<file path="config.mk">
export PLATFORM = sky130hd
export DESIGN_NAME = ched_front
export DESIGN_NICKNAME = d
export VERILOG_FILES = /design/src/hw/rtl/ched_pkg.sv /design/src/hw/rtl/ched_front.sv
export SDC_FILE = /design/constraint.sdc
export NUM_CORES = 1
export LEC_CHECK = 0
export BUFFER_PORTS_ARGS = -buffer_cell sky130_fd_sc_hd__buf_2
export CAP_MARGIN = 20
export CELL_PAD_IN_SITES_DETAIL_PLACEMENT = 1
export CELL_PAD_IN_SITES_GLOBAL_PLACEMENT = 1
export CORE_AREA = 2 2 90 92
export CTS_BUF_LIST = sky130_fd_sc_hd__clkbuf_8
export CTS_CLUSTER_SIZE = 8
export DETAILED_ROUTE_END_ITERATION = 10
export DIE_AREA = 0 0 92 94
export GPL_TIMING_DRIVEN = 1
export PLACE_DENSITY_LB_ADDON = 0.1
export SLEW_MARGIN = 20
export SYNTH_ARGS = -nofsm -noshare
export SYNTH_HDL_FRONTEND = slang
export SYNTH_SLANG_ARGS = --single-unit
export TNS_END_PERCENT = 20
</file>
<file path="constraint.sdc">
create_clock -name clk -period 2.65 [get_ports clk]
set_input_delay 0.3975 -clock clk [delete_from_list [all_inputs] [get_ports clk]]
set_output_delay 0.3975 -clock clk [all_outputs]
set_load 0.02 [all_outputs]
</file>
<file path="src/hw/rtl/ched_pkg.sv">
// Shared types and constants for the complex Horner evaluator / deflater.
// No dependencies; used by every module of the block.
package ched_pkg;

  // Command kinds, same encoding as the opcode field
  typedef enum logic [1:0] {
    OP_CLEAR   = 2'd0,
    OP_WRITE   = 2'd1,
    OP_EVAL    = 2'd2,
    OP_DEFLATE = 2'd3
  } op_t;

  // Input item as seen on the command channel
  typedef struct packed {
    logic [1:0]         opcode;
    logic [4:0]         index;
    logic signed [31:0] arg_re;
    logic signed [31:0] arg_im;
  } cmd_t;

  // Result item
  typedef struct packed {
    logic signed [31:0] value_re;
    logic signed [31:0] value_im;
    logic               overflow;
    logic [4:0]         degree_after;
  } res_t;

  // Classified command held in the queue; idx is already clamped for OP_CLEAR
  typedef struct packed {
    op_t                kind;
    logic [4:0]         idx;
    logic signed [31:0] arg_re;
    logic signed [31:0] arg_im;
  } item_t;

  localparam int QUEUE_DEPTH = 4;
  localparam int QUEUE_AW    = $clog2(QUEUE_DEPTH);
  localparam logic [QUEUE_AW:0] QUEUE_FULL = (QUEUE_AW + 1)'(QUEUE_DEPTH);

endpackage

</file>
<file path="src/hw/rtl/ched_front.sv">
// Front stage: accepts command items, classifies them and feeds the queue.
// Depends on ched_pkg.
module ched_front #(
  parameter int MAX_DEGREE = 16
) (
  input  logic            clk,
  input  logic            rst,
  input  logic            cmd_valid,
  output logic            cmd_stall,
  input  ched_pkg::cmd_t  cmd,
  output logic            push,
  output ched_pkg::item_t push_item,
  input  logic            push_ready
);

  logic            held;
  ched_pkg::item_t held_item;
  ched_pkg::item_t dec;
  logic            over;
  logic            keep;

  always_comb begin
    over          = 32'(cmd.index) > 32'(MAX_DEGREE);
    dec.kind      = ched_pkg::op_t'(cmd.opcode);
    dec.idx       = cmd.index;
    dec.arg_re    = cmd.arg_re;
    dec.arg_im    = cmd.arg_im;
    // saturate an oversized degree
    if (dec.kind == ched_pkg::OP_CLEAR && over) begin
      dec.idx = 5'(MAX_DEGREE);
    end
    // drop writes beyond the store
    keep = !(dec.kind == ched_pkg::OP_WRITE && over);
  end

  assign cmd_stall = held && !push_ready;
  assign push      = held;
  assign push_item = held_item;

  always_ff @(posedge clk) begin
    if (rst) begin
      held <= 1'b0;
    end else if (cmd_valid && !cmd_stall) begin
      held <= keep;
    end else if (push_ready) begin
      held <= 1'b0;
    end
  end

  always_ff @(posedge clk) begin
    if (cmd_valid && !cmd_stall) begin
      held_item <= dec;
    end
  end

endmodule

</file>
After elaboration in Yosys (flattened, before gate mapping)
Index checks and enable logic that the tools add are counted.
{ "classes": {"magnitude_cmp": 1, "eq_ne": 1, "mux": 2, "n_reduce_logical": 9} }
{ "op_table": {"columns": ["op", "count"], "rows": [
  ["5-bit > comparator, second input constant", 1],
  ["1-bit logical AND", 4],
  ["1-bit logical NOT", 3],
  ["2-bit by 1-bit equality test with 1-bit output, second input constant", 1],
  ["2-bit logical NOT", 1],
  ["1-bit two-way mux", 2],
  ["2-bit nonzero test", 1]
]} }
{ "totals": {"reg_bits": 72, "wordCells": 18} }

Longest topological paths before layout
{ "depth": {"word_depth": 5, "depth_mapped": 3, "depth_no_buf": 3} }

Worst setup path after synthesis
No wires, ideal clock.
{ "synth_timing": {"path_kind": "in2reg", "startpoint": "in push_ready", "endpoint": "reg held_item (netlist bit push_item[0]) (enable)", "setup_time_ns": 0.437, "arrival_ns": 2.198, "setup_slack_ns": 0.015, "path_stages": 2, "n_path_buf": 0, "path_cell_list": "nand2b_1 and2_1"} }
{ "synth_via": {"elab_chain_len": 4} }
{ "synth_rtl": {"columns": ["element", "line", "text"], "rows": [
  ["start: declaration", "ched_front.sv:13", "input logic push_ready"],
  ["1-bit logical NOT", "ched_front.sv:36", "assign cmd_stall = held && !push_ready;"],
  ["1-bit logical AND", "ched_front.sv:36", null],
  ["1-bit logical NOT", "ched_front.sv:51", "if (cmd_valid && !cmd_stall) begin"],
  ["1-bit logical AND", "ched_front.sv:51", null],
  ["end signal: assignment", "ched_front.sv:52", "held_item <= dec;"],
  ["end: declaration", "ched_front.sv:17", "ched_pkg::item_t held_item;"]
]} }
Every way passes these cells.
A chain may end at the register's enable or synchronous reset.

Worst setup path after layout
{ "layout_timing": {"startpoint": "reg held, in the netlist push", "endpoint": "reg held_item (netlist bit push_item[17]) (enable)"} }
{ "layout_via": {"elab_chain_len": 3} }
{ "layout_rtl": {"columns": ["element", "line", "text"], "rows": [
  ["start: declaration", "ched_front.sv:16", "logic held;"],
  ["start signal: assignment", "ched_front.sv:44", "held <= keep;"],
  ["1-bit logical AND", "ched_front.sv:36", null],
  ["1-bit logical NOT", "ched_front.sv:51", null],
  ["1-bit logical AND", "ched_front.sv:51", null]
]} }
Every way passes these cells.

==> impl_metrics.toml <==
[floorplanning]
die_width_um = 92
start_util_pct = 29.4
core_um2 = 7610
rows = 32
die_h_um = 94
dieArea_um2 = 8650
ios = 148

[global_routing]
first_global_vias = 1411
grt_overflow = 0
grt_max_degree = 38
antenna_found_initial = 0
grt_pass1_wl_um = 7290
grt_use_total_pct = 11.6

[timing]
tns_ps = 0
setup_violations = 0
fin_skew_ps = 4.79
tightest_slew_ps = 495
hold_viol_final = 0
fmax_mhz = 660
drv_slew = 0
period_needed_ps = 1520
rsz0062_at_grt = "no"
whs_ps = 213
max-slew-margin-rel_pct = 67.0
finalCritPeriodShare_pct = 57.2

[clock_tree]
htree_levels = 3
cts_setup_buffers = 0
holdBufCountCts = 0
cts.repair.resized = 0
cts_made_buffers = 9
clock_latency_ps = 330
path_clk_slew_ps = 70
cts-root-buf = "clkbuf_8"
cts_tree = "done"
cts_max_path_buffers = 2
clock-sinks = 72

[critical_path]
path_cells = "nand2b_1, and2_4, buf_12"
cp.arrival_ps = 1540
worst-path-buf-inv = 1
r2r-end = "push_item[17]"
r2r_setup_slack_ps = 1130
cpPeakStageDelay_ps = 480
r2r_start = "push"
cp_max_fo = 37
path_depth = 3
worstRegToRegCells = 3
critical_path_class = "reg -> reg"
crit_required_ps = 2680
cp_slowest_cell = "and2_4"
cpLargestDelayFamily = "simple AND/OR/NAND/NOR gates"
cp-end-kind = "flop"
critPathLaunchType = "flop"

[outcome]
status = "completed"

[cells_and_area]
layout-drive-gt1-share_pct = 65.3
area_growth_pct = 45.8
num_antenna_cells = 0
fin_nets = 318
fillers = 827
finish.utilization_pct = 42.8

[synthesis]
synth_top_family_by_area = "simple AND/OR/NAND/NOR gates"
synth_area_um2 = 2230
synthSimpleGateAreaFrac_pct = 2.75
synth_compound_area_share_pct = 0.560
netlist_instances = 85
synthXorXnorAreaFrac_pct = 0
ys_seq_area_share_pct = 96.4
ys_types = 11
yosysWarnings = 0
synthesis.nets = 160
synthAdderAreaFrac_pct = 0
synth_seq_cells = 72
synth_mux_area_share_pct = 0
syn_area_per_cell_um2 = 26.3

[drt]
drt_wl_total_um = 4970
firstDrtPassIters = 3
wl_met3_um = 508
num_vias = 1381
wl_per_cell_um = 14.3
antenna_left = 0
wl_met1_um = 1730
drtIter0Drc = 62
drc_errors = 0
wl_met2_um = 2610
dr.max_layer_used = "met4"
avgViaCountPerCell = 3.98

[placement]
portBuffers = 147
place.gp.congestion = 0.674

[power]
ir_worst_vdd_v = 0.000296
pwr_density_cell_nw_per_um2 = 695
p_leak_nw = 1.40

[job]
drv_cap = 0

[min_path]
min_to = "push"
hold_depth = 2
hp-class = "in -> reg"
holdCritStartpoint = "rst"
metal layers:
metal | vias up | track usage, %
met5 | - | 0
met4 | 0 | 6.72
met3 | 12 | 5.46
met2 | 71 | 19.1
met1 | 651 | 12.1
li1 | 647 | -
flip-flops by register name, summed over array words and instances, names as in the netlist:
name and flops:
push_item 71, push 1
logic make-up (layout without fill, tap and decap cells):
| group | count (synthesis) | after routing |
|---|---|---|
| and+or+nand+nor | 9 | 9 |
| buffers and inverters | 2 | 162 |
| AOI/OAI and AO/OA | 2 | 2 |
| DFF | 72 | 72 |
layout by cell type (no fill, tap or decap):
master / count
buf_2: 147
and2_1: 4
edfxtp_1: 71
dfxtp_1: 1
clkinv_2: 1
o31ai_1: 1
nand2b_1: 1
clkbuf_8: 9
or4b_4: 1
nor4_1: 1
buf_12: 1
and2_4: 1
a21oi_1: 1
inv_1: 2
clkinv_1: 2
nand2_1: 1
worst max path at each step:
stage,startpoint,slack [ps],end
after global routing,push,1000,push_item[17]
after CTS,push,1120,push_item[34]
after floorplan,push_ready,10,push_item[0]
after detailed placement,push_ready,920,push_item[29]
final,push,1130,push_item[17]
after global placement,push_ready,930,push_item[34]
layout make-up:
class | count | area (µm²) | share of cell area (%)
repair buffers | 148 | 756 | 23.2
clock buffers | 9 | 124 | 3.80
flip-flops and latches | 72 | 2150 | 66.1
well taps | 102 | 128 | 3.92
multi-input cells | 11 | 76.3 | 2.34
clock inverters | 4 | 16.3 | 0.500
inverters | 1 | 3.75 | 0.115
cells in the mapped netlist:
library cell / instances / share of area (%)
or4b_4: 1 / 0.62
edfxtp_1: 71 / 95
and2_1: 5 / 1.4
dfxtp_1: 1 / 0.90
nand2_1: 1 / 0.17
nor4_1: 1 / 0.28
nand2b_1: 1 / 0.28
o31ai_1: 1 / 0.34
clkbuf_1: 1 / 0.17
a21oi_1: 1 / 0.22
inv_1: 1 / 0.17
power by group:
part / internal [W] / switching, W
clock network: 0.000312 / 0.000359
registers: 0.00133 / 0.0000143
logic: 0.0000896 / 0.000155
total: 0.00173 / 0.000529
stage by stage:
stage | instances | area (µm²) | worst slack (ps) | power, W
finish | 347 | 3260 | 1130 | 0.00226
global route | 347 | 3260 | 1000 | 0.00236
CTS | 347 | 3260 | 1120 | 0.00230
detailed placement | 334 | 3120 | 924 | 0.00162
global placement | 334 | 3120 | 930 | 0.00162
floorplan | 85 | 2230 | 14.9 | 0.00149
(Power assumes the default switching activity.)
