## src/hw/rtl/ched_pkg.sv

```systemverilog
// Shared types and constants for the complex Horner evaluator / deflater.
// No dependencies; used by every module of the block.
package ched_pkg;

  // Command kinds, same encoding as the opcode field
  typedef enum logic [1:0] {
    OP_CLEAR   = 2'd0,
    OP_WRITE   = 2'd1,
    OP_EVAL    = 2'd2,
    OP_DEFLATE = 2'd3
  } op_t;

  // Input item as seen on the command channel
  typedef struct packed {
    logic [1:0]         opcode;
    logic [4:0]         index;
    logic signed [31:0] arg_re;
    logic signed [31:0] arg_im;
  } cmd_t;

  // Result item
  typedef struct packed {
    logic signed [31:0] value_re;
    logic signed [31:0] value_im;
    logic               overflow;
    logic [4:0]         degree_after;
  } res_t;

  // Classified command held in the queue; idx is already clamped for OP_CLEAR
  typedef struct packed {
    op_t                kind;
    logic [4:0]         idx;
    logic signed [31:0] arg_re;
    logic signed [31:0] arg_im;
  } item_t;

  localparam int QUEUE_DEPTH = 4;
  localparam int QUEUE_AW    = $clog2(QUEUE_DEPTH);
  localparam logic [QUEUE_AW:0] QUEUE_FULL = (QUEUE_AW + 1)'(QUEUE_DEPTH);

endpackage

```

## src/hw/rtl/ched_queue.sv

```systemverilog
// Short command queue between the front stage and the Horner engine.
// Depends on ched_pkg.
module ched_queue (
  input  logic            clk,
  input  logic            rst,
  input  logic            push,
  input  ched_pkg::item_t push_item,
  output logic            push_ready,
  output logic            pop_valid,
  output ched_pkg::item_t pop_item,
  input  logic            pop
);

  ched_pkg::item_t                  slots [ched_pkg::QUEUE_DEPTH];
  logic [ched_pkg::QUEUE_AW-1:0]    wr_ptr;
  logic [ched_pkg::QUEUE_AW-1:0]    rd_ptr;
  logic [ched_pkg::QUEUE_AW:0]      count;
  logic                             do_push;
  logic                             do_pop;

  assign push_ready = count != ched_pkg::QUEUE_FULL;
  assign pop_valid  = count != '0;
  assign pop_item   = slots[rd_ptr];
  assign do_push    = push && push_ready;
  assign do_pop     = pop && pop_valid;

  always_ff @(posedge clk) begin
    if (rst) begin
      wr_ptr <= '0;
      rd_ptr <= '0;
      count  <= '0;
    end else begin
      if (do_push) wr_ptr <= wr_ptr + 1'b1;
      if (do_pop)  rd_ptr <= rd_ptr + 1'b1;
      if (do_push && !do_pop) begin
        count <= count + 1'b1;
      end else if (do_pop && !do_push) begin
        count <= count - 1'b1;
      end
    end
  end

  always_ff @(posedge clk) begin
    if (do_push) slots[wr_ptr] <= push_item;
  end

endmodule

```

## config.mk

```make
export PLATFORM = sky130hd
export DESIGN_NAME = ched_queue
export DESIGN_NICKNAME = d
export VERILOG_FILES = /design/src/hw/rtl/ched_pkg.sv /design/src/hw/rtl/ched_queue.sv
export SDC_FILE = /design/constraint.sdc
export NUM_CORES = 1
export LEC_CHECK = 0
export ABC_AREA = 1
export BUFFER_PORTS_ARGS = -buffer_cell sky130_fd_sc_hd__buf_2
export CORE_MARGIN = 8
export CORE_UTILIZATION = 32
export DETAILED_ROUTE_END_ITERATION = 6
export GPL_ROUTABILITY_DRIVEN = 0
export PLACE_DENSITY_LB_ADDON = 0.08
export SETUP_SLACK_MARGIN = 0.15
export SLEW_MARGIN = 20
export SYNTH_ARGS = -nofsm -noshare
export SYNTH_HDL_FRONTEND = slang
export SYNTH_SLANG_ARGS = --single-unit
```

## constraint.sdc

```tcl
create_clock -name clk -period 5.9 [get_ports clk]
set_input_delay 0.295 -clock clk [delete_from_list [all_inputs] [get_ports clk]]
set_output_delay 0.295 -clock clk [all_outputs]
set_load 0.03 [all_outputs]
```

## Word level (Yosys, flattened, before mapping)

Memories as Yosys holds them, arrays and structs flattened. A register that Yosys moved wholly into a read port is not among the register bits.
Cells that the tools add are included.

- Register bits: 7
- RAM bits: 284
- Output and inout port bits: 73
- Word-level logic and storage cells: 23
- Memories kept: 1

- $add $sub $neg: 4
- Equality and inequality tests: 1
- Multiplexer cells: 6
- Reductions and logical operators: 8

Memories:

| memory | words | bits a word | read ports | clocked after Yosys merged registers in | wr ports | line | source |
|---|---|---|---|---|---|---|---|
| slots | 4 | 71 | 1 | 1 | 1 | ched_queue.sv:14 | `ched_pkg::item_t slots [ched_pkg::QUEUE_DEPTH];` |

Operator list:

| operator | count |
|---|---|
| $mux 3 | 2 |
| $add 2x1->2 const B | 2 |
| $logic_and 1x1->1 | 4 |
| $mux 2 | 2 |
| $add 3x1->3 const B | 1 |
| $ne 3x3->1 const B | 1 |
| $reduce_bool 3->1 | 1 |
| $sub 3x1->3 const B | 1 |
| $logic_not 1->1 | 2 |
| $mux 1 | 2 |
| $reduce_bool 2->1 | 1 |

## Longest topological paths before layout

Gate-level depths: netlist of run 1.

- Word-level depth: 6
- Mapped depth: 13

## Least setup slack after synthesis of run 1

No wires, ideal clock.

- Path type: register to register
- From: register count[0] (netlist bit)
- To: memory slots[0][0] (netlist bit), enable pin
- Arrival time: 3873 ps
- Data required time: 5399 ps
- Setup slack: 1527 ps
- Cell stages (with the launch flop): 5
- Path buffers: 0
- Period minus slack after synthesis: 4373 ps
- Cells stage by stage: dfxtp_1 > nor2_1 > nand2_1 > nand2_1 > nor2_1

- Word-level cells in the longest chain between the ends: 4

RTL lines:

| what | line | source |
|---|---|---|
| start: declaration | ched_queue.sv:17 | `logic [ched_pkg::QUEUE_AW:0] count;` |
| start signal: assignment | ched_queue.sv:36 | `count <= count + 1'b1;` |
| start signal: assignment | ched_queue.sv:38 | `count <= count - 1'b1;` |
| $ne 3x3->1 | ched_queue.sv:21 | `assign push_ready = count != ched_pkg::QUEUE_FULL;` |
| net push_ready | ched_queue.sv:8 | `output logic push_ready,` |
| $logic_and 1x1->1 | ched_queue.sv:24 | `assign do_push = push && push_ready;` |
| $mux 1 | ched_queue.sv:44 | `if (do_push) slots[wr_ptr] <= push_item;` |
| $mux 1 (not written as such) | ched_queue.sv:44 |  |
| end: declaration | ched_queue.sv:14 |  |

The timed path passes the listed nets, and every way through them passes these cells.

==> results of run 1 <==
[cell families (layout without fill, tap and decap cells)]
kind of cell               count (synthesis)  count (layout)
other                                      0               3
adders and majority gates                  6               6
buffers and inverters                     62             264
DFF                                      293             293
AOI/OAI and AO/OA                        217             217
xor gates and xnor gates                   1               1
and+or+nand+nor                          176             176
[worst max-delay path by stage]
stage                   start      endpoint  slack [ps]
floorplan            count[0]   slots[0][0]        1530
global placement    flip-flop  pop_item[66]        3190
detailed placement  flip-flop  pop_item[52]        3170
CTS                 flip-flop  pop_item[67]        2630
global route        flip-flop  pop_item[51]        2430
finish              flip-flop  pop_item[65]        2740
[synthesized netlist by cell type]
cell | instances | area, sq um
inv_6 | 1 | 8.76
nand3_1 | 4 | 20.0
nand2_1 | 15 | 56.3
buf_12 | 1 | 20.0
edfxtp_1 | 284 | 8530
nor2_1 | 156 | 586
clkbuf_2 | 7 | 35.0
buf_2 | 14 | 70.1
buf_6 | 11 | 124
buf_4 | 1 | 7.51
nand3b_1 | 1 | 7.51
o22ai_1 | 71 | 444
a21oi_1 | 3 | 15.0
fa_1 | 1 | 20.0
xor2_1 | 1 | 8.76
inv_1 | 14 | 52.6
dfxtp_1 | 9 | 180
o21ai_0 | 128 | 641
clkbuf_1 | 12 | 45.0
inv_2 | 1 | 3.75
o21ai_1 | 15 | 75.1
ha_1 | 5 | 62.6
[cell usage in the layout (no fill, tap or decap), drive strengths merged]
cell         instances
clkinvlp             2
nand3                4
clkbuf              42
a21oi                3
nand2               15
dfxtp                9
edfxtp             284
dlygate4sd3         32
inv                 15
buf                158
nand3b               1
clkinv              15
xor2                 1
ha                   5
o21ai              143
o22ai               71
fa                   1
nor2               156
diode                3
[repair_timing]
item / in CTS / in global routing
hold endpoints to repair: 121 / 3
hold buffers: 31 / 1
buffers inserted: 0 / 0
[per-layer routing]
layer | GRT usage | up-vias
met5 | 0 | -
met3 | 0.0351 | 32
met4 | 0.0318 | 4
met2 | 0.215 | 135
met1 | 0.170 | 3248
li1 | - | 3195
[power by group through the flow]
stage          clock network, mW  registers (mW)  logic [mW]
3_3_place_gp                   0            2.67        1.72
2_1_floorplan                  0            2.63        1.22
6_report                    1.92            2.63        1.68
3_5_place_dp                   0            2.67        1.72
4_1_cts                     1.98            2.63        1.74
5_1_grt                     2.06            2.65        1.84
[flip-flops by register name (all words and copies together) (netlist names), named ones only]
register,flops
slots,284
rd_ptr,2
count,3
wr_ptr,2
[cell type report]
cell class                      count  area, sq um  share of cell area
Clock buffer                       42          945              0.0701
Multi-Input combinational cell    400         1970               0.146
Inverter                           16         68.8             0.00510
Tap cell                          455          569              0.0422
Antenna cell                        3         7.51            0.000557
Clock inverter                     16         73.8             0.00548
Timing Repair Buffer              190         1140              0.0845
Sequential cell                   293         8710               0.646
[critical path, cell delays in order, from the launching register on]
cell and delay (ps):
dfxtp_4 800, buf_4 790, o21ai_0 200, o22ai_1 260, buf_2 240
[through the flow]
step / std cells / cell area [sq um] / utilization
after global placement: 1322 / 12100 / 0.355
after floorplan: 755 / 11000 / -
after CTS: 1411 / 13500 / 0.394
final: 1415 / 13500 / 0.394
after detailed placement: 1322 / 12100 / 0.355
after global routing: 1413 / 13500 / 0.394
==> flow_summary.toml, run 1 <==
[outcome]
status = "completed"

[setup_path]
cp_max_fo = 78
worstPathArrival_ps = 2870
reg2reg_from = "count[1]"
crit_path_end_kind = "output port"
critical_path_class = "reg2out"
reg2reg_slack_ps = 3710
critPathRequiredTime_ps = 5610
reg2reg_depth = 9
r2r_end = "count[1]"
cp-start-kind = "flip-flop"

[timing]
rsz0062_at_grt = "false"
whs_ps = 20.0
tightestPinTransition_ps = 866
setup-tns-final_ps = 0
fin_crit_ps = 3160
finClkSkew_ps = 10.4
fin_crit_sh = 0.536
drv_slew = 0
maxSlewHeadroom = 0.423
fin_ws_ps = 2740
hold_viol_final = 0
max_freq_mhz = 316
setup_viol = 0

[synthesis]
synth-xor-area-share = 0.000795
synth-simple-area-share = 0.0608
postSynthCellCount = 755
synth_adder_area_share = 0.00750
synth_top_family_by_area = "compound AO/OA/AOI/OAI gates"
yosysSeqAreaShare = 0.791
synth.area.mux_share = 0
syn-num-nets = 836
synth_area_per_cell_sq_um = 14.6
syn_area_sq_um = 11000
yosysUniqueCellTypes = 22
synth_compound_area_frac = 0.107
ys_seq_elements = 293
ys_warn_count = 0

[placed_design]
port_buffers = 147
dp_hpwl_um = 14300
pre_cts_ws_ps = 3170

[floorplan]
rows = 68
core_area_sq_um = 34200
dieArea_sq_um = 40600
initial_core_util = 0.322
dieWidth_um = 201
dieHeight_um = 201
num_io_pins = 148

[hold_path]
hp-class = "in2reg"
hold_start = "push_item[3]"
holdPathStages = 1
hold-path-endpoint = "slots[1][3]"

[grt]
grt_use_total = 0.131
grt-ovfl-total = 0
grt_pass1_wl_um = 41400
grt_start_max_net_pins = 143
antenna_found_initial = 4
grt_pass1_vias = 6895

[clock_network]
clock-root-buffer = "clkbuf_16"
h-tree-depth = 2
clock-sinks = 293
numCtsBuffers = 34
clkTransAtPathRegs_ps = 60
cts_resized = 0
insertion_delay_ps = 500
clock_path_buffers = 3
cts_tree = "done"

[cells_and_area]
flow.area_growth_from_synthesis_pct = 22.4
fillCellCount = 3285
drive_above_1_share = 0.219
fin_nets = 1016

[power_and_ir_drop]
irDropWorstVdd_uv = 238
power_mw = 6.22
leakagePower_nw = 4.69
p_seq_frac = 0.422
powerDensity_nw_per_um2 = 461
power_frac_comb = 0.270
swShare = 0.344
internal-power_mw = 4.08
p_sw_mw = 2.14
p_clk_frac = 0.308

[route]
first_pass_iters = 4
dr.first_iter.drc_count = 323
wl_um = 27100
wl_met1_um = 12400
wl_met3_um = 1390
top_layer_used = "met5"
via_per_inst = 4.67
dr_wl_met2_um = 12900
ant_nets = 0
wl_per_cell_um = 19.1
num_vias = 6614
drc_errors = 0

[flow_run]
maxCapViolCount = 0
Note: power is estimated with default switching activity, not from simulation.
==> run 2, diff against run 1 <==
ABC_AREA = 0   (was 1)
clock period = 3.08 ns   (was 5.9 ns; I/O delays follow)
==> run 2 against run 1 <==
Effect of this change:
- combinational power increased by 92%
- critical endpoint is now pop_item[11]
- critical path type unchanged
- sequential share of layout area is 1.8 points lower
- first-iteration DRC count shrank 41%
- count of clock-buffer cells in the layout is 3 higher
- hold slack improved by 56 ps
- final area is 3.0% higher
- highest routed layer unchanged
- core utilization grew 2.2 points
- synthesized area is 2.0% lower
==> flow_summary.toml, run 2 <==
[power_and_ir_drop]
swShare = 0.304
internal-power_mw = 8.44
power_frac_comb = 0.267
p_seq_frac = 0.417
p_sw_mw = 3.69
irDropWorstVdd_uv = 408
powerDensity_nw_per_um2 = 874
p_clk_frac = 0.317
leakagePower_nw = 4.69

[synthesis]
synth_area_leaders = "edfxtp_1 79%, mux4_2 15%, dfxtp_1 1.7%"
synth_top_area_share = 0.791
yosysSeqAreaShare = 0.807
ys.flop_type = "edfxtp_1"
ys_warn_count = 0
synth_common_cells = "284 x edfxtp_1, 70 x mux4_2, 9 x dfxtp_1"
ys_seq_elements = 293
synth_largest_area_cell = "edfxtp_1"
yosysUniqueCellTypes = 25
async_flop_share = 0
synth_edf_count = 284
postSynthCellCount = 419
syn-num-nets = 500
synth_most_common_cell = "edfxtp_1"
synth_area_per_cell_sq_um = 25.7
syn_area_sq_um = 10800

[route]
drc_errors = 0
first_pass_iters = 4
wl_per_cell_um = 20.8
via_per_inst = 4.52
num_vias = 5165
wl_um = 23700
dr.first_iter.drc_count = 189
ant_nets = 0

[placed_design]
port_buffers = 147
dp_hpwl_um = 14700
place_area_sq_um = 12100
pre_cts_ws_ps = 808

[setup_path]
crit_family = "buffers and inverters"
path_cells = "buf_4, mux4_2, buf_2"
worstPathArrival_ps = 2330
path_buf_inv = 2
cp-start-kind = "flip-flop"
critPathRequiredTime_ps = 2930
cp_max_fo = 20
critical_path_class = "reg2out"
critPathMaxStageDelay_ps = 620
crit_path_end_kind = "output port"
slowest_stage = "dfxtp_4"

[cells_and_area]
reg.largest.list = "slots (284), count (3)"
drive_above_1_share = 0.407
fin_nets = 751
regMostFlops = "slots"
final_cell_mix = "284 x edfxtp_1, 147 x buf_2, 72 x dlygate4sd3_1"
mostFrequentLayoutCell = "edfxtp_1"
largest_reg_flops = 284
fillCellCount = 3053
fin_area_sq_um = 13900
n_antenna_cell = 0
flow.area_growth_from_synthesis_pct = 28.7

[clock_network]
numCtsBuffers = 34
h-tree-depth = 2
clock-root-buffer = "clkbuf_16"
clkTransAtPathRegs_ps = 50
postCtsSetupBuffers = 0
clock-sinks = 293
cts_tree = "done"
cts_resized = 0
clock_path_buffers = 3
insertion_delay_ps = 500

[grt]
grt_pass1_vias = 5827
grt_use_total = 0.120
antenna_found_initial = 2
grt-ovfl-total = 0
grt_start_max_net_pins = 36
grt_pass1_wl_um = 35900

[timing]
tightestPinTransition_ps = 532
fin_crit_ps = 2480
setup_viol = 0
max_freq_mhz = 403
maxSlewHeadroom = 0.646
finClkSkew_ps = 11.8
fin_ws_ps = 599
fin_crit_sh = 0.806
setup-tns-final_ps = 0
hold_viol_final = 0
rsz0062_at_grt = "false"
drv_slew = 0

[hold_path]
hp-class = "in2reg"

[floorplan]
dieHeight_um = 200
initial_core_util = 0.323
dieWidth_um = 200
core_area_sq_um = 33400
dieArea_sq_um = 39800
num_io_pins = 148
rows = 67

[outcome]
status = "completed"

[flow_run]
maxCapViolCount = 0
run 2: cell count changes after synthesis, sizes merged, moves of 3 or more:
| cell | delta |
|---|---|
| xor2 | +3 |
| clkbuf | -18 |
| o21ai | -142 |
| nor2 | -148 |
| mux4 | +71 |
| buf | -11 |
| and2 | +4 |
| o22ai | -71 |
| inv | -13 |
| nand2 | -14 |
| nand3 | -4 |
run 2: final timing paths:
kind / startpoint / to / slack [ps] / depth (start not counted)
worst max-delay path: flip-flop / pop_item[11] / 600 / 3
worst min-delay path: pop / rd_ptr[0] / 80 / 4
worst max register to register: count[0] / count[2] / 800 / 8
worst min register to register: rd_ptr[1] / rd_ptr[1] / 530 / 2
run 2: layout make-up:
class                   instances  area, sq um  area share
repair buffers                232         1630       0.117
multi-input cells             106         1880       0.136
well taps                     448          561      0.0404
clock inverters                16          124     0.00892
clock buffers                  45          956      0.0689
flip-flops and latches        293         8720       0.628
inverters                       3         11.3    0.000811
run 2: cells by family (layout without fill, tap and decap cells):
kind of cell,after synthesis,in the layout,share of synthesized area
flip-flops,293,293,0.807
multiplexers,74,74,0.151
buffers and inverters,20,296,0.0190
AND/OR/NAND/NOR,17,17,0.00777
adder cells (fa/ha/maj),6,6,0.00766
AO/OA/AOI/OAI,5,5,0.00348
XOR/XNOR,4,4,0.00325
run 2: repair_timing:
action                                  CTS  global route
endpoints found under the setup margin    0             0
hold buffers                             72             0
hold endpoints to repair                291             0
run 2: per-stage QoR:
step / util / instances / hold WS, ps / power, mW
after global routing: 0.416 / 1143 / 91.5 / 12.7
after floorplan: - / 419 / 253 / 7.50
after CTS: 0.416 / 1143 / 45.5 / 12.4
after detailed placement: 0.362 / 1010 / 370 / 8.41
after global placement: 0.362 / 1010 / 363 / 8.39
final: 0.416 / 1143 / 76.4 / 12.1
run 2: metal layers:
| metal | wire length [um] | global-route usage | vias up |
|---|---|---|---|
| li1 | - | - | 2298 |
| met5 | 27 | 0 | - |
| met2 | 11900 | 0.200 | 105 |
| met3 | 1340 | 0.0333 | 38 |
| met1 | 9970 | 0.150 | 2720 |
| met4 | 502 | 0.0392 | 4 |
run 2: worst register-to-register path: stages (launching register included):
cell and delay [ps]:
dfxtp_1 440, nor2_1 100, a21boi_2 340, ha_1 260, inv_1 70, fa_1 370
xor2_1 170, or3_1 300, a21oi_1 150
run 2: power by group through the flow:
stage | logic (mW) | clock network [mW] | registers [mW]
2_1_floorplan | 2.48 | 0 | 5.02
3_3_place_gp | 3.26 | 0 | 5.13
3_5_place_dp | 3.26 | 0 | 5.15
4_1_cts | 3.35 | 3.97 | 5.07
5_1_grt | 3.46 | 4.11 | 5.11
6_report | 3.23 | 3.84 | 5.05
==> run 3, diff against run 2 <==
clock period = 2.18 ns   (was 3.08 ns; I/O delays follow)
==> run 3 against run 2 <==
Effect of this change:
- sequential power rose by 40%
- sequential share of layout area is 3.5 points lower
- critical path depth increased by 1
- wire length shrank 0.81%
- largest cell class unchanged
- largest power group unchanged
- sequential cell count did not move
==> flow_summary.toml, run 3 (synthesis results as in run 2) <==
[outcome]
status = "completed"

[cells_and_area]
utilization = 0.441
reg.largest.list = "slots (284), count (3)"
ff_latch_area_sq_um = 8720
flow.area_growth_from_synthesis_pct = 36.4
largest_reg_flops = 284
mostFrequentLayoutCell = "edfxtp_1"
drive_above_1_share = 0.438
regMostFlops = "slots"
fillCellCount = 2976
instances_no_fill = 1161
fin_area_sq_um = 14700
n_antenna_cell = 0
multi_input_area_sq_um = 1900
final_cell_mix = "284 x edfxtp_1, 76 x buf_2, 72 x dlygate4sd3_1"
fin_nets = 770

[setup_path]
reg2reg_depth = 7
worstPathArrival_ps = 1900
path_cells = "buf_6, buf_12, mux4_2, buf_6"
cp_max_fo = 6
crit_path_end_kind = "output port"
critPathMaxStageDelay_ps = 550
critical_path_class = "reg2out"
critical_path.most_common_cell = "buf_6"
critPathRequiredTime_ps = 2070
slowest_stage = "mux4_2"
cp.depth = 4
crit_family = "multiplexers"
cp-start-kind = "flip-flop"
path_buf_inv = 3

[timing]
rsz0062_at_grt = "true"
maxSlewHeadroom = 0.728
drv_slew = 0
tightestPinTransition_ps = 403
whs_ps = 71.4
finClkSkew_ps = 16.4
setup_viol = 0
hold_viol_final = 0
max_freq_mhz = 497
fin_crit_ps = 2010
setup-tns-final_ps = 0
fin_crit_sh = 0.924

[clock_network]
numCtsBuffers = 34
cts_tree = "done"
insertion_delay_ps = 500
h-tree-depth = 2
clock-sinks = 293
clock_path_buffers = 3
clkTransAtPathRegs_ps = 60
clock-root-buffer = "clkbuf_16"

[route]
ant_nets = 0
wl_um = 23500
via_per_inst = 4.48
num_vias = 5198
first_pass_iters = 4
wl_per_cell_um = 20.3
drc_errors = 0
dr.first_iter.drc_count = 163

[power_and_ir_drop]
irDropWorstVdd_uv = 665
leakagePower_nw = 5.01
powerDensity_nw_per_um2 = 1270

[grt]
grt_pass1_vias = 5761
grt-ovfl-total = 0
grt_start_max_net_pins = 56
grt_pass1_wl_um = 34600
antenna_found_initial = 2
grt_use_total = 0.117

[placed_design]
dp_hpwl_um = 13500
place_inst = 1014
place_area_sq_um = 12200
port_buffers = 147

[floorplan]
dieArea_sq_um = 39800
dieWidth_um = 200
core_area_sq_um = 33400
dieHeight_um = 200
rows = 67
initial_core_util = 0.323
num_io_pins = 148

[hold_path]
hp-class = "in2reg"
holdPathStages = 5

[flow_run]
maxCapViolCount = 0
-- run 3: cell count changes in the layout (fill, tap and decap cells not counted), sizes merged --
| cell | before | now |
|---|---|---|
| buf | 160 | 176 |
| clkbuf | 45 | 46 |
| clkinvlp | 0 | 1 |
-- run 3: final cells by class --
cell class | count | area share
tap | 448 | 0.0381
multi-input combinational | 106 | 0.129
clock inverter | 17 | 0.00927
timing repair buffer | 251 | 0.166
sequential | 293 | 0.593
inverter | 3 | 0.000765
clock buffer | 43 | 0.0645
-- run 3: final timing paths --
| path | startpoint | to | slack, ps |
|---|---|---|---|
| max | flip-flop | pop_item[10] | 170 |
| min | pop | rd_ptr[0] | 70 |
| max reg2reg | count[1] | count[2] | 200 |
| min reg2reg | rd_ptr[1] | rd_ptr[1] | 530 |
-- run 3: timing repair --
action / 4_1_cts / 5_1_grt
hold endpoints to repair: 291 / 0
cloned: 4 / 3
gates resized for setup: 89 / 88
endpoints found under the setup margin: 65 / 72
buffers inserted: 8 / 0
pin swaps: 0 / 2
hold buffers: 72 / 0
-- run 3: metal layers --
layer	part of all wire	routed length, um	GRT usage
met1	0.43	10100	0.148
met2	0.50	11800	0.195
met3	0.047	1100	0.0291
met4	0.021	497	0.0360
met5	0.00093	22	0
-- run 3: where the power goes --
part / switching [mW] / internal (mW) / total [mW]
combinational: 3.18 / 3.01 / 6.18
clock: 2.10 / 3.31 / 5.42
sequential: 0.201 / 6.85 / 7.05
total: 5.48 / 13.2 / 18.7
-- run 3: stage by stage --
step | total power, mW | worst slack (ps)
after floorplan | 10.6 | 47.0
after global placement | 11.8 | 187
after detailed placement | 11.9 | 93.3
after CTS | 18.4 | 99.0
after global routing | 19.5 | 70.4
final | 18.7 | 166
-- run 3: worst min-delay path, cell delays in order --
cell and delay (ps):
buf_2 130, o31ai_4 60, buf_4 100, xor2_1 60, nor2_1 80
